==> config.mk <==
export PLATFORM = sky130hd
export DESIGN_NAME = aot_batch_cell
export DESIGN_NICKNAME = d
export VERILOG_FILES = /design/src/rtl/aot_pkg.sv /design/src/rtl/aot_batch_cell.sv
export SDC_FILE = /design/constraint.sdc
export NUM_CORES = 1
export LEC_CHECK = 0
export ABC_AREA = 1
export BUFFER_PORTS_ARGS = -buffer_cell sky130_fd_sc_hd__buf_2
export CAP_MARGIN = 10
export CORE_ASPECT_RATIO = 2
export CORE_MARGIN = 1.5
export CORE_UTILIZATION = 40
export CTS_BUF_LIST = sky130_fd_sc_hd__clkbuf_16
export CTS_CLUSTER_SIZE = 16
export DETAILED_ROUTE_END_ITERATION = 6
export PLACE_DENSITY = 0.73
export SYNTH_ARGS = -nofsm -noshare
export SYNTH_HDL_FRONTEND = slang
export SYNTH_SLANG_ARGS = --single-unit
==> constraint.sdc <==
create_clock -name i_clk -period 3.2 [get_ports i_clk]
set_input_delay 0.16 -clock i_clk [delete_from_list [all_inputs] [get_ports i_clk]]
set_output_delay 0.16 -clock i_clk [all_outputs]
set_load 0.05 [all_outputs]
==> src/rtl/aot_pkg.sv <==
// Shared types and constants for the alias owner table.
// Depends on nothing; every other file of the block refers to it by scoped names.
package aot_pkg;

    localparam int KEY_W       = 32;
    localparam int OWNER_W     = 16;
    localparam int IN_TDATA_W  = 56;   // owner, alias_req, alias_present, zero fill
    localparam int IN_TUSER_W  = 2;    // kind
    localparam int OUT_TDATA_W = 24;   // status, owner_found, zero fill
    localparam int STATUS_W    = 2;

    typedef enum logic [1:0] {
        KIND_INSERT  = 2'd0,
        KIND_DISCARD = 2'd1,
        KIND_LOOKUP  = 2'd2
    } t_kind;

    typedef enum logic [1:0] {
        ST_OK    = 2'd0,
        ST_NO    = 2'd1,
        ST_FOUND = 2'd2,
        ST_FULL  = 2'd3
    } t_status;

    typedef enum logic [2:0] {
        S_IDLE,
        S_CMP,
        S_EVAL,
        S_COMMIT,
        S_DRAIN
    } t_state;

    // write token that walks down the row of table cells
    typedef struct packed {
        logic               vld;
        logic [KEY_W-1:0]   key;
        logic [OWNER_W-1:0] owner;
    } t_tok;

    // broadcast controls for the table cells
    typedef struct packed {
        logic cmp;
        logic drop;
    } t_ent_ctrl;

    // one slot of the batch shift line
    typedef struct packed {
        logic             vld;
        logic [KEY_W-1:0] key;
    } t_slot;

    // broadcast controls for the batch cells
    typedef struct packed {
        logic cmp;
        logic shift;
        logic clr;
    } t_bat_ctrl;

endpackage

==> src/rtl/aot_batch_cell.sv <==
// One slot of the batch key line: holds a gathered key, compares it, shifts toward slot 0.
// Depends on aot_pkg.
module aot_batch_cell (
    input  logic                       i_clk,
    input  logic                       i_rst_n,
    input  aot_pkg::t_bat_ctrl         i_ctrl,
    input  logic                       i_ld,
    input  logic [aot_pkg::KEY_W-1:0]  i_key,
    input  aot_pkg::t_slot             i_nxt,
    output aot_pkg::t_slot             o_slot,
    output logic                       o_dup
);

    logic                      r_vld;
    logic                      r_dup;
    logic [aot_pkg::KEY_W-1:0] r_key;

    always_ff @(posedge i_clk) begin
        if (!i_rst_n) begin
            r_vld <= 1'b0;
            r_dup <= 1'b0;
        end else begin
            if (i_ctrl.cmp) begin
                r_dup <= r_vld && (r_key == i_key);
            end
            if (i_ctrl.clr) begin
                r_vld <= 1'b0;
            end else if (i_ctrl.shift) begin
                r_vld <= i_nxt.vld;
            end else if (i_ld) begin
                r_vld <= 1'b1;
            end
        end
    end

    always_ff @(posedge i_clk) begin
        if (i_ctrl.shift) begin
            r_key <= i_nxt.key;
        end else if (i_ld) begin
            r_key <= i_key;
        end
    end

    assign o_slot = '{vld: r_vld, key: r_key};
    assign o_dup  = r_dup;

endmodule

==> After elaboration in Yosys (flattened, before gate mapping) <==
Cells that the tools add are included.
Widths: inputs -> output; s select.
{ "classes": {"bitwise": 1, "reduce_logical": 3, "eq_ne": 1, "mux": 4} }
{ "op_table": {"columns": ["cell", "n"], "rows": [
  ["$mux 32", 2],
  ["$eq 32x32->1", 1],
  ["$mux 1", 2],
  ["$reduce_bool 2->1", 1],
  ["$reduce_or 2->1", 1],
  ["$logic_and 1x1->1", 1],
  ["$not 1->1", 1]
]} }
{ "word_totals": {"reg_bits": 34, "output_inout_bits": 34, "in_bits": 71, "elab_cells": 12} }

==> Depth between registers and ports, before layout <==
{ "logic_depth": {"ltp_word": 2, "mapped_depth": 10, "ltp_nobuf": 10} }

==> Least setup slack after synthesis <==
No wires, ideal clock.
{ "synth_timing": {"kind": "reg-to-reg", "from": "register r_key[31] in the netlist's numbering", "to": "register r_dup (netlist: o_dup)", "path_buffers": 0, "setup_time_ns": 0.066, "required_ns": 3.134, "setup_slack_ns": 1.831, "path_stages_with_launch": 11, "arrival_ns": 1.303, "synth_period_minus_slack_ns": 1.369, "cell_sequence": "edfxtp_1 inv_1 nand2_1 nand2_1 nor2_1 nand2_1 nor2_1 nand2_1 nor2_2 nand2_1 a21oi_2"} }
{ "synth_via": {"elab_chain_len": 2} }
{ "synth_rtl": {"columns": ["item", "line_no", "text"], "rows": [
  ["start: declaration", "aot_batch_cell.sv:16", "logic [aot_pkg::KEY_W-1:0] r_key;"],
  ["start signal: assignment", "aot_batch_cell.sv:38", "r_key <= i_nxt.key;"],
  ["start signal: assignment", "aot_batch_cell.sv:40", "r_key <= i_key;"],
  ["$eq 32x32->1", "aot_batch_cell.sv:24", "r_dup <= r_vld && (r_key == i_key);"],
  ["$logic_and 1x1->1", "aot_batch_cell.sv:24", null],
  ["end signal: assignment", "aot_batch_cell.sv:24", null],
  ["end: declaration", "aot_batch_cell.sv:15", "logic r_dup;"]
]} }
No other way between the ends.
A chain may end at the register's enable or synchronous reset.

==> Final worst setup path <==
{ "layout_timing": {"from": "register r_key[26] in the netlist's numbering", "to": "register r_dup (netlist: o_dup)"} }
Same word-level chain as after synthesis.

==> results.sh <==
export IMPL_topRoutingLayerUsed="met4"
export IMPL_grt_setup_unrepaired="false"
export IMPL_ys_ff_latch=34
export IMPL_dp_slack_ns=1.84
export IMPL_p_per_area_nw_per_um2=527
export IMPL_core_rowCount=36
export IMPL_hold_viol=0
export IMPL_hold_class="in -> reg"
export IMPL_setup_tns_ns=0
export IMPL_wl_met3_um=253
export IMPL_dieArea_um2=5380
export IMPL_startpoint_type="flip-flop"
export IMPL_worstPathArrival_ns=1.38
export IMPL_cts_tree="built"
export IMPL_critPathBufInv=0
export IMPL_ir_drop_v=0.000372
export IMPL_detail_route_wl_per_cell_um=11.9
export IMPL_grt_usage_pct=18.0
export IMPL_synth_ff_type="edfxtp_1"
export IMPL_ys_async_sr_fraction_pct=0
export IMPL_wl_met1_um=1660
export IMPL_synthesis_area_um2=1970
export IMPL_drt_first_pass_iters=7
export IMPL_post_cts_buffers=0
export IMPL_io_pins=105
export IMPL_final_core_util_pct=55.3
export IMPL_insertedDiodeCount=0
export IMPL_violations="design-rule violations"
export IMPL_setup_slack_ns=2.03
export IMPL_syn_avg_cell_area_um2=8.48
export IMPL_skew_ns=0.00267
export IMPL_crit_slowest_cell="edfxtp_1"
export IMPL_dieWidth_um=52.6
export IMPL_grt_pass1_vias=1720
export IMPL_crit_path_frequent_cell="nand2_1"
export IMPL_tightest_slew_ns=0.711
export IMPL_ys_top_cells_by_area="edfxtp_1 49%, nand2_1 14%, inv_1 7.2%"
export IMPL_p_seq_share_pct=41.0
export IMPL_clk_pin_slew_ns=0.05
export IMPL_cts_resized=0
export IMPL_place_inst=387
export IMPL_p_sw_mw=0.465
export IMPL_pwr_share_comb_pct=27.7
export IMPL_grt_max_degree=54
export IMPL_cp_required_ns=3.41
export IMPL_maxSlewViolCount=0
export IMPL_drive_gt1_share_pct=38.6
export IMPL_cts_sinks=34
export IMPL_synth_cell_type_count=22
export IMPL_htreeDepth=2
export IMPL_drc=3
export IMPL_clkLatencyLatePin_ns=0.27
export IMPL_coreArea_um2=4820
export IMPL_status="finished with violations"
export IMPL_critical_path_top_delay_family="simple AND/OR/NAND/NOR gates"
export IMPL_multiInputGateArea_um2=774
export IMPL_die_h_um=102
export IMPL_nets=408
export IMPL_gr_total_overflow=0
export IMPL_synth_area_leader_cell="edfxtp_1"
export IMPL_drtIter0Drc=54
export IMPL_p_clk_share_pct=31.3
export IMPL_via_per_inst=4.63
export IMPL_wl_met2_um=2660
export IMPL_p_total_mw=1.40
export IMPL_crit_type="reg -> reg"
export IMPL_root_buffer="clkbuf_16"
export IMPL_port_buffers=104
export IMPL_syn_inst=232
export IMPL_n_fill_cell=470
export IMPL_maxCapViolations=0
export IMPL_min_period_ns=1.17
export IMPL_vias=1823
export IMPL_grt_pass1_wl_um=7130
export IMPL_max_freq_ghz=0.855
export IMPL_fin_crit_sh_pct=36.6
export IMPL_fin_cells=394
export IMPL_leakagePower_nw=1.36
export IMPL_syn_to_final_growth_pct=35.4
export IMPL_relSlewSlack_pct=52.5
export IMPL_initial_core_util_pct=40.8
export IMPL_ys_top_cells_by_count="75 x nand2_1, 38 x inv_1, 32 x edfxtp_1"
export IMPL_globalplace_congestion=0.836
export IMPL_netlist_area_leader_share_pct=48.8
export IMPL_slowest_delay_ns=0.41
export IMPL_setup_viol=0
export IMPL_synth_sequential_area_ratio_pct=50.9
export IMPL_antenna_found_initial=0
export IMPL_ff_latch_area_um2=1000
export IMPL_ant_nets=0
export IMPL_synth_edff_count=32
export IMPL_p_int_mw=0.940
export IMPL_yosysMostFrequentCell="nand2_1"
export IMPL_swShare_pct=33.1
export IMPL_worstPathMaxFanout=3
export IMPL_ctsHoldBuffers=0
export IMPL_crit_chain="nand2_1, nand2_1, nor2_1, nand2_1, nor2_1, nand2_1, nor2_2, nand2_1, a21oi_2"
export IMPL_dpl_hpwl_um=3640
export IMPL_syn_nets=303
export IMPL_endpoint_kind="flip-flop"
export IMPL_ys_warnings_count=0
export IMPL_drt_wl_total_um=4700
export IMPL_clk_path_buf_depth=2
export IMPL_numCtsBuffers=5
power by group through the flow:
stage | registers [mW] | logic, mW | clock network (mW)
floorplan | 0.743 | 0.115 | 0
finish | 0.575 | 0.389 | 0.440
detailed placement | 0.585 | 0.392 | 0
global route | 0.582 | 0.421 | 0.471
CTS | 0.576 | 0.393 | 0.451
global placement | 0.583 | 0.387 | 0
state kept, by name, indices dropped and copies added, names as in the netlist:
register / count
r_key: 32
r_vld: 1
o_dup: 1
per-stage QoR:
step / hold slack, ns / instance area, µm²
3_5_place_dp: 0.352 / 2530
2_1_floorplan: 0.240 / 1970
3_3_place_gp: 0.345 / 2530
5_1_grt: 0.0632 / 2670
6_report: 0.0661 / 2670
4_1_cts: 0.0642 / 2670
final timing paths:
| path | start | end | slack [ns] | depth (start not counted) |
|---|---|---|---|---|
| max | r_key[26] | o_dup | 2.03 | 9 |
| min reg2reg | o_dup | o_dup | 0.48 | 2 |
| max reg2reg | r_key[26] | o_dup | 2.03 | 9 |
| min | i_ctrl[0] | r_vld | 0.07 | 2 |
cells in the final DEF, fill, tap and decap left out:
cell type | netlist | routed
a2111oi_2 | 1 | 1
a21oi_2 | 1 | 1
buf_2 | 1 | 104
buf_4 | 2 | 1
clkbuf_16 | 0 | 5
dfxtp_1 | 2 | 2
edfxtp_1 | 32 | 32
inv_1 | 38 | 40
inv_2 | 4 | 4
mux2_2 | 12 | 12
nand2_1 | 75 | 75
nand2_2 | 1 | 1
nand3_1 | 2 | 2
nand4_1 | 5 | 5
nor2_1 | 17 | 17
nor2_2 | 1 | 1
nor3b_1 | 1 | 1
o21ai_0 | 20 | 20
o22ai_1 | 1 | 1
or2_0 | 1 | 1
xnor2_1 | 9 | 9
xor2_1 | 2 | 2
per-layer routing:
layer,track usage (%),up-vias
met1,18.2,808
li1,-,940
met3,1.90,10
met5,0,-
met4,9.27,0
met2,34.3,65
cell families (layout without fill, tap and decap cells):
kind of cell,Yosys count,count (layout),share of synthesized area [%]
buffers and inverters,49,154,9.79
multiplexers,12,12,6.87
AO/OA/AOI/OAI,23,23,6.61
XOR/XNOR,11,11,4.90
flip-flops,34,34,50.9
AND/OR/NAND/NOR,103,103,21.0
cell type report:
type / instances / share of cell area [%]
sequential: 34 / 37.6
multi-input combinational: 149 / 29.1
timing repair buffer: 105 / 19.8
inverter: 42 / 5.92
clock buffer: 5 / 4.69
tap: 57 / 2.68
clock inverter: 2 / 0.282
(Power assumes the default switching activity.)
