**config.mk**
```make
export PLATFORM = sky130hd
export DESIGN_NAME = aot_entry_cell
export DESIGN_NICKNAME = d
export VERILOG_FILES = /design/src/rtl/aot_pkg.sv /design/src/rtl/aot_entry_cell.sv
export SDC_FILE = /design/constraint.sdc
export NUM_CORES = 1
export LEC_CHECK = 0
export ABC_AREA = 1
export BUFFER_PORTS_ARGS = -buffer_cell sky130_fd_sc_hd__buf_2
export CORE_UTILIZATION = 45
export DETAILED_ROUTE_END_ITERATION = 8
export PLACE_DENSITY = 0.78
export SLEW_MARGIN = 0
export SYNTH_ARGS = -nofsm -noshare
export SYNTH_HDL_FRONTEND = slang
export SYNTH_SLANG_ARGS = --single-unit
```
**constraint.sdc**
```tcl
create_clock -name i_clk -period 3.7 [get_ports i_clk]
set_input_delay 0.185 -clock i_clk [delete_from_list [all_inputs] [get_ports i_clk]]
set_output_delay 0.185 -clock i_clk [all_outputs]
set_load 0.01 [all_outputs]
```
**src/rtl/aot_pkg.sv**
```systemverilog
// Shared types and constants for the alias owner table.
// Depends on nothing; every other file of the block refers to it by scoped names.
package aot_pkg;

    localparam int KEY_W       = 32;
    localparam int OWNER_W     = 16;
    localparam int IN_TDATA_W  = 56;   // owner, alias_req, alias_present, zero fill
    localparam int IN_TUSER_W  = 2;    // kind
    localparam int OUT_TDATA_W = 24;   // status, owner_found, zero fill
    localparam int STATUS_W    = 2;

    typedef enum logic [1:0] {
        KIND_INSERT  = 2'd0,
        KIND_DISCARD = 2'd1,
        KIND_LOOKUP  = 2'd2
    } t_kind;

    typedef enum logic [1:0] {
        ST_OK    = 2'd0,
        ST_NO    = 2'd1,
        ST_FOUND = 2'd2,
        ST_FULL  = 2'd3
    } t_status;

    typedef enum logic [2:0] {
        S_IDLE,
        S_CMP,
        S_EVAL,
        S_COMMIT,
        S_DRAIN
    } t_state;

    // write token that walks down the row of table cells
    typedef struct packed {
        logic               vld;
        logic [KEY_W-1:0]   key;
        logic [OWNER_W-1:0] owner;
    } t_tok;

    // broadcast controls for the table cells
    typedef struct packed {
        logic cmp;
        logic drop;
    } t_ent_ctrl;

    // one slot of the batch shift line
    typedef struct packed {
        logic             vld;
        logic [KEY_W-1:0] key;
    } t_slot;

    // broadcast controls for the batch cells
    typedef struct packed {
        logic cmp;
        logic shift;
        logic clr;
    } t_bat_ctrl;

endpackage

```
**src/rtl/aot_entry_cell.sv**
```systemverilog
// One table entry: key, owner, valid bit, a registered key compare and a token stage.
// Depends on aot_pkg.
module aot_entry_cell (
    input  logic                         i_clk,
    input  logic                         i_rst_n,
    input  aot_pkg::t_ent_ctrl           i_ctrl,
    input  logic [aot_pkg::KEY_W-1:0]    i_key,
    input  aot_pkg::t_tok                i_tok,
    output aot_pkg::t_tok                o_tok,
    output logic                         o_hit,
    output logic [aot_pkg::OWNER_W-1:0]  o_owner
);

    logic                        r_vld;
    logic                        r_hit;
    logic [aot_pkg::KEY_W-1:0]   r_key;
    logic [aot_pkg::OWNER_W-1:0] r_owner;
    logic                        r_tok_vld;
    logic [aot_pkg::KEY_W-1:0]   r_tok_key;
    logic [aot_pkg::OWNER_W-1:0] r_tok_owner;
    logic                        w_take;

    // a free cell absorbs the token passing by
    assign w_take = i_tok.vld && !r_vld;

    always_ff @(posedge i_clk) begin
        if (!i_rst_n) begin
            r_vld     <= 1'b0;
            r_hit     <= 1'b0;
            r_tok_vld <= 1'b0;
        end else begin
            if (i_ctrl.cmp) begin
                r_hit <= r_vld && (r_key == i_key);
            end
            if (i_ctrl.drop && r_hit) begin
                r_vld <= 1'b0;
            end else if (w_take) begin
                r_vld <= 1'b1;
            end
            r_tok_vld <= i_tok.vld && r_vld;
        end
    end

    always_ff @(posedge i_clk) begin
        if (w_take) begin
            r_key   <= i_tok.key;
            r_owner <= i_tok.owner;
        end
        r_tok_key   <= i_tok.key;
        r_tok_owner <= i_tok.owner;
    end

    assign o_tok   = '{vld: r_tok_vld, key: r_tok_key, owner: r_tok_owner};
    assign o_hit   = r_hit;
    assign o_owner = r_hit ? r_owner : '0;

endmodule

```
; ---- After elaboration in Yosys (flattened, before gate mapping)
; Index checks and enable logic that the tools add are counted.
; W data, S select, Z words.
[totals]
register_bits = 99
inputBits = 85
word_cells = 16
[classes]
n_eq_ne = 1
mux = 1
n_bitwise = 1
n_reduce_logical = 6
[op_table]
columns = op, n
row1 = $eq A32 B32 Y1, 1
row2 = $mux W16, 1
row3 = $logic_and A1 B1 Y1, 4
row4 = $reduce_or A2 Y1, 1
row5 = $logic_not A1 Y1, 1
row6 = $not A1 Y1, 1

; ---- Depth between registers and ports, before layout
[depth]
word_depth = 2
ltp_mapped = 10

; ---- Least setup slack after synthesis
; Ideal clock, no wire load.
[synth_path]
path_kind = register -> register
startpoint = register r_vld
endpoint = register r_key[0] (netlist name), enable pin
setup_ps = 454
arrival_time_ps = 2335
required_time_ps = 3246
slack_ps = 911
path_stages_with_launch = 2
n_path_buf = 0
period_less_slack_ps = 2789
cell_sequence = dfxtp_1 > nor2_1
[synth_between]
elab_chain_len = 2
[synth_lines]
columns = element, line
row1 = from (decl), aot_entry_cell.sv:14  ; logic r_vld;
row2 = from (signal assigned), aot_entry_cell.sv:28  ; r_vld <= 1'b0;
row3 = from (signal assigned), aot_entry_cell.sv:36  ; r_vld <= 1'b0;
row4 = from (signal assigned), aot_entry_cell.sv:38  ; r_vld <= 1'b1;
row5 = $logic_not A1 Y1, aot_entry_cell.sv:24  ; assign w_take = i_tok.vld && !r_vld;
row6 = $logic_and A1 B1 Y1, aot_entry_cell.sv:24
row7 = via w_take, aot_entry_cell.sv:21  ; logic w_take;
row8 = to (signal assigned), aot_entry_cell.sv:46  ; r_key <= i_tok.key;
row9 = to (decl), aot_entry_cell.sv:16  ; logic [aot_pkg::KEY_W-1:0] r_key;
; The timed path passes the listed nets, and every way through them passes these cells.
; A chain may end at the register's enable or synchronous reset.

; ---- Worst setup path in the final report
[layout_path]
startpoint = register r_vld
endpoint = register r_key[7] (netlist name), enable pin
; The elaborated chain is that of the path after synthesis.

==> Flow_metrics.wiki <==
{| class="wikitable"
! Metric !! Value
|-
| Status || completed
|-
| Count of yosys warnings during synthesis || 0
|-
| Residual antenna-violating net count after detailed routing || 0
|-
| # placed instances || 512
|-
| Maxcap violations || 0
|-
| Clock latency at the later pin of the worst-skew pair || 360 ps
|-
| Clock Sink Count || 99
|-
| Count of standard-cell rows || 30
|-
| Worst-path maximum fanout || 25
|-
| Sequential Power Share || 58.8%
|-
| Width of the chip || 86.3 µm
|-
| Final critical delay including setup and external delays || 1700 ps
|-
| Number of global-route vias before repair || 2512
|-
| Final design area excluding fillers || 4750 µm²
|-
| Worst slack after detailed placement || 2010 ps
|-
| Sequential cell area || 2460 µm²
|-
| TritonCTS clock tree || yes
|-
| Hold WC Path Type || in -> reg
|-
| Clock root buffer master || sky130_fd_sc_hd__clkbuf_8
|-
| Final wirelength || 7.31 mm
|-
| Req. time, crit path || 3730 ps
|-
| Cells on worst reg2reg path || 2
|-
| Number of vias per cell after detailed routing || 4.29
|-
| Maximum vdd ir drop || 306 µV
|-
| Max_slew headroom || 55.1%
|-
| DRC violation total after the first TritonRoute iteration || 79
|-
| Placeable core region || 6830 µm²
|-
| Combinational power share || 9.6%
|-
| Count of mapped cells out of synthesis || 268
|-
| Net switching power figure || 0.498 mW
|-
| Setup TNS || 0 ps
|-
| DRC violations left || 0
|-
| Crit end category || flip-flop
|-
| Data arrival time of the critical path || 1730 ps
|-
| Sw frac || 23.8%
|-
| Reg2Reg Setup Slack || 2000 ps
|-
| Overall power of the completed layout || 2.09 mW
|-
| Sequential cell area fraction in the yosys report || 77.1%
|-
| Type of the worst setup path || reg -> reg
|-
| Source of the critical timing path || r_vld
|-
| Buffers on Ports || 150
|-
| Number of inserted diodes || 0
|-
| Cell variety after synth || 15
|-
| Detailed Routing Iterations Pass 1 || 4
|-
| Total via count in the routed design || 2476
|-
| Number of clock buffers inserted by TritonCTS || 9
|-
| Total setup buffers inserted after CTS || 0
|-
| Routed WL per cell || 12.7 µm
|-
| Sum of net half-perimeters after detailed placement || 4.75 mm
|-
| Post-synth net total || 353
|-
| Final Max Slew Viols || 0
|-
| Final critical-path share of the clock period || 45.8%
|-
| Area of the multi-input gates || 512 µm²
|-
| Worst r2r dst || r_key[7]
|-
| Slew at the pin with the worst max-slew slack || 672 ps
|-
| Number of antenna violations at the first check in global routing || 0
|-
| Clock Tree Buf Depth || 2
|-
| Number of hold violations in the final report || 0
|-
| Layout cells sized above 1 || 35.1%
|-
| Worst-path clk slew || 100 ps
|-
| Combined global-route utilization of all metal layers || 20.6%
|-
| Fraction of the core area covered by cells at the end of the flow || 69.5%
|-
| Top-Level Pins || 151
|-
| Power per standard cell area || 441 nW/µm²
|-
| Layout Skew || 14.7 ps
|-
| Number of fillers in the final layout || 541
|-
| Placed Instance Area || 4060 µm²
|-
| Cell-internal power || 1.60 mW
|-
| Critical Path Start Type || flip-flop
|-
| Resized cells post-CTS || 0
|-
| Die extent in y || 86.3 µm
|-
| Hold buffer count at cts || 49
|-
| Hold Slack || 100 ps
|-
| End point of the critical path || r_key[7]
|-
| Final Wtd Congestion || 0.749
|-
| Htree depth || 3
|-
| Clk pwr share || 31.6%
|-
| Leakage power summed over all cells || 2.39 nW
|-
| Post-synthesis instance area || 3190 µm²
|-
| Number of nets at the end of the flow || 561
|-
| Final-report setup violation count || 0
|-
| Final global-route overflow total || 0
|-
| Peak Freq || 590 MHz
|-
| Non-filler cells, final || 577
|-
| Effective utilization at floorplan || 46.8%
|-
| First-pass GRT wire length || 11.2 mm
|-
| Launch point of the worst reg-to-reg path || r_vld
|-
| Area Overhead vs Synth || 48.6%
|-
| Register bit count reported by yosys || 99
|-
| Pin count of the biggest net entering global routing || 26
|-
| Worst setup margin || 2000 ps
|-
| Overall die area || 7440 µm²
|-
| Mean instance size in the synthesized netlist || 11.9 µm²
|-
| RSZ-0062 raised after global routing || false
|}
==> synth_stat cells <==
library cell / number / area share, %
sky130_fd_sc_hd__a21oi_2: 1 / 0.27
sky130_fd_sc_hd__a221oi_1: 1 / 0.27
sky130_fd_sc_hd__buf_2: 2 / 0.31
sky130_fd_sc_hd__buf_4: 1 / 0.24
sky130_fd_sc_hd__dfxtp_1: 51 / 32
sky130_fd_sc_hd__edfxtp_1: 48 / 45
sky130_fd_sc_hd__inv_1: 56 / 6.6
sky130_fd_sc_hd__nand2_1: 67 / 7.9
sky130_fd_sc_hd__nand3_1: 2 / 0.31
sky130_fd_sc_hd__nand4_1: 5 / 0.98
sky130_fd_sc_hd__nor2_1: 19 / 2.2
sky130_fd_sc_hd__nor3_1: 1 / 0.16
sky130_fd_sc_hd__o22ai_1: 2 / 0.39
sky130_fd_sc_hd__xnor2_1: 10 / 2.7
sky130_fd_sc_hd__xor2_1: 2 / 0.55
==> registers in the layout (all words and copies together), names as in the netlist <==
register	count
o_hit	1
r_vld	1
r_owner	16
r_tok_key	32
r_tok_owner	16
r_key	32
r_tok_vld	1
==> worst min-delay path by stage <==
stage / startpoint / endpoint / slack, ps / cells after the start
4_1_cts: i_rst_n / o_hit / 80 / 3
5_1_grt: i_rst_n / o_hit / 90 / 3
3_5_place_dp: i_tok[20] / r_tok_key[4] / 300 / 1
2_1_floorplan: i_tok[16] / r_tok_key[0] / 210 / 0
6_report: i_rst_n / o_hit / 100 / 3
3_3_place_gp: i_tok[10] / r_tok_owner[10] / 300 / 1
==> placed cells by master, fill, tap and decap left out, types with 5 or more instances in the layout <==
cell type,n
sky130_fd_sc_hd__buf_2,150
sky130_fd_sc_hd__nand2_1,67
sky130_fd_sc_hd__inv_1,56
sky130_fd_sc_hd__dfxtp_1,51
sky130_fd_sc_hd__dlygate4sd3_1,49
sky130_fd_sc_hd__edfxtp_1,48
sky130_fd_sc_hd__nor2_1,18
sky130_fd_sc_hd__xnor2_1,10
sky130_fd_sc_hd__clkbuf_8,10
sky130_fd_sc_hd__nand4_1,5
==> power by group through the flow <==
stage               clock [mW]  combinational, mW  sequential, mW
detailed placement           0              0.160            1.26
floorplan                    0             0.0505            1.27
global route             0.726              0.221            1.24
finish                   0.662              0.202            1.23
global placement             0              0.154            1.25
CTS                      0.682              0.201            1.23
==> worst max-delay path, stage by stage (launching register included) <==
cell                      delay (ps)
sky130_fd_sc_hd__dfxtp_1         360
sky130_fd_sc_hd__nor2_4          550
sky130_fd_sc_hd__buf_4           440
==> area by class of cell <==
| type | instances | share of cell area, % |
|---|---|---|
| inverters | 56 | 4.43 |
| repair buffers | 200 | 26.3 |
| well taps | 96 | 2.53 |
| clock buffers | 10 | 2.90 |
| flip-flops and latches | 99 | 51.9 |
| multi-input cells | 110 | 10.8 |
| clock inverters | 6 | 1.19 |
==> routing by layer <==
layer  vias up  global-route usage, %  part of all wire (%)
li1       1237                      -                     -
met1      1120                   20.2                    36
met2       108                   39.1                    54
met3        11                   7.05                   7.9
met4         0                   8.79                   1.7
met5         -                      0                     0
==> cell families (layout without fill, tap and decap cells) <==
logic type,after synthesis,in the layout,synth area share (%)
DFF,99,99,77.1
and+or+nand+nor,94,94,11.6
buffers and inverters,59,272,7.13
xor gates and xnor gates,12,12,3.29
AOI/OAI and AO/OA,4,4,0.940
(Power assumes the default switching activity.)
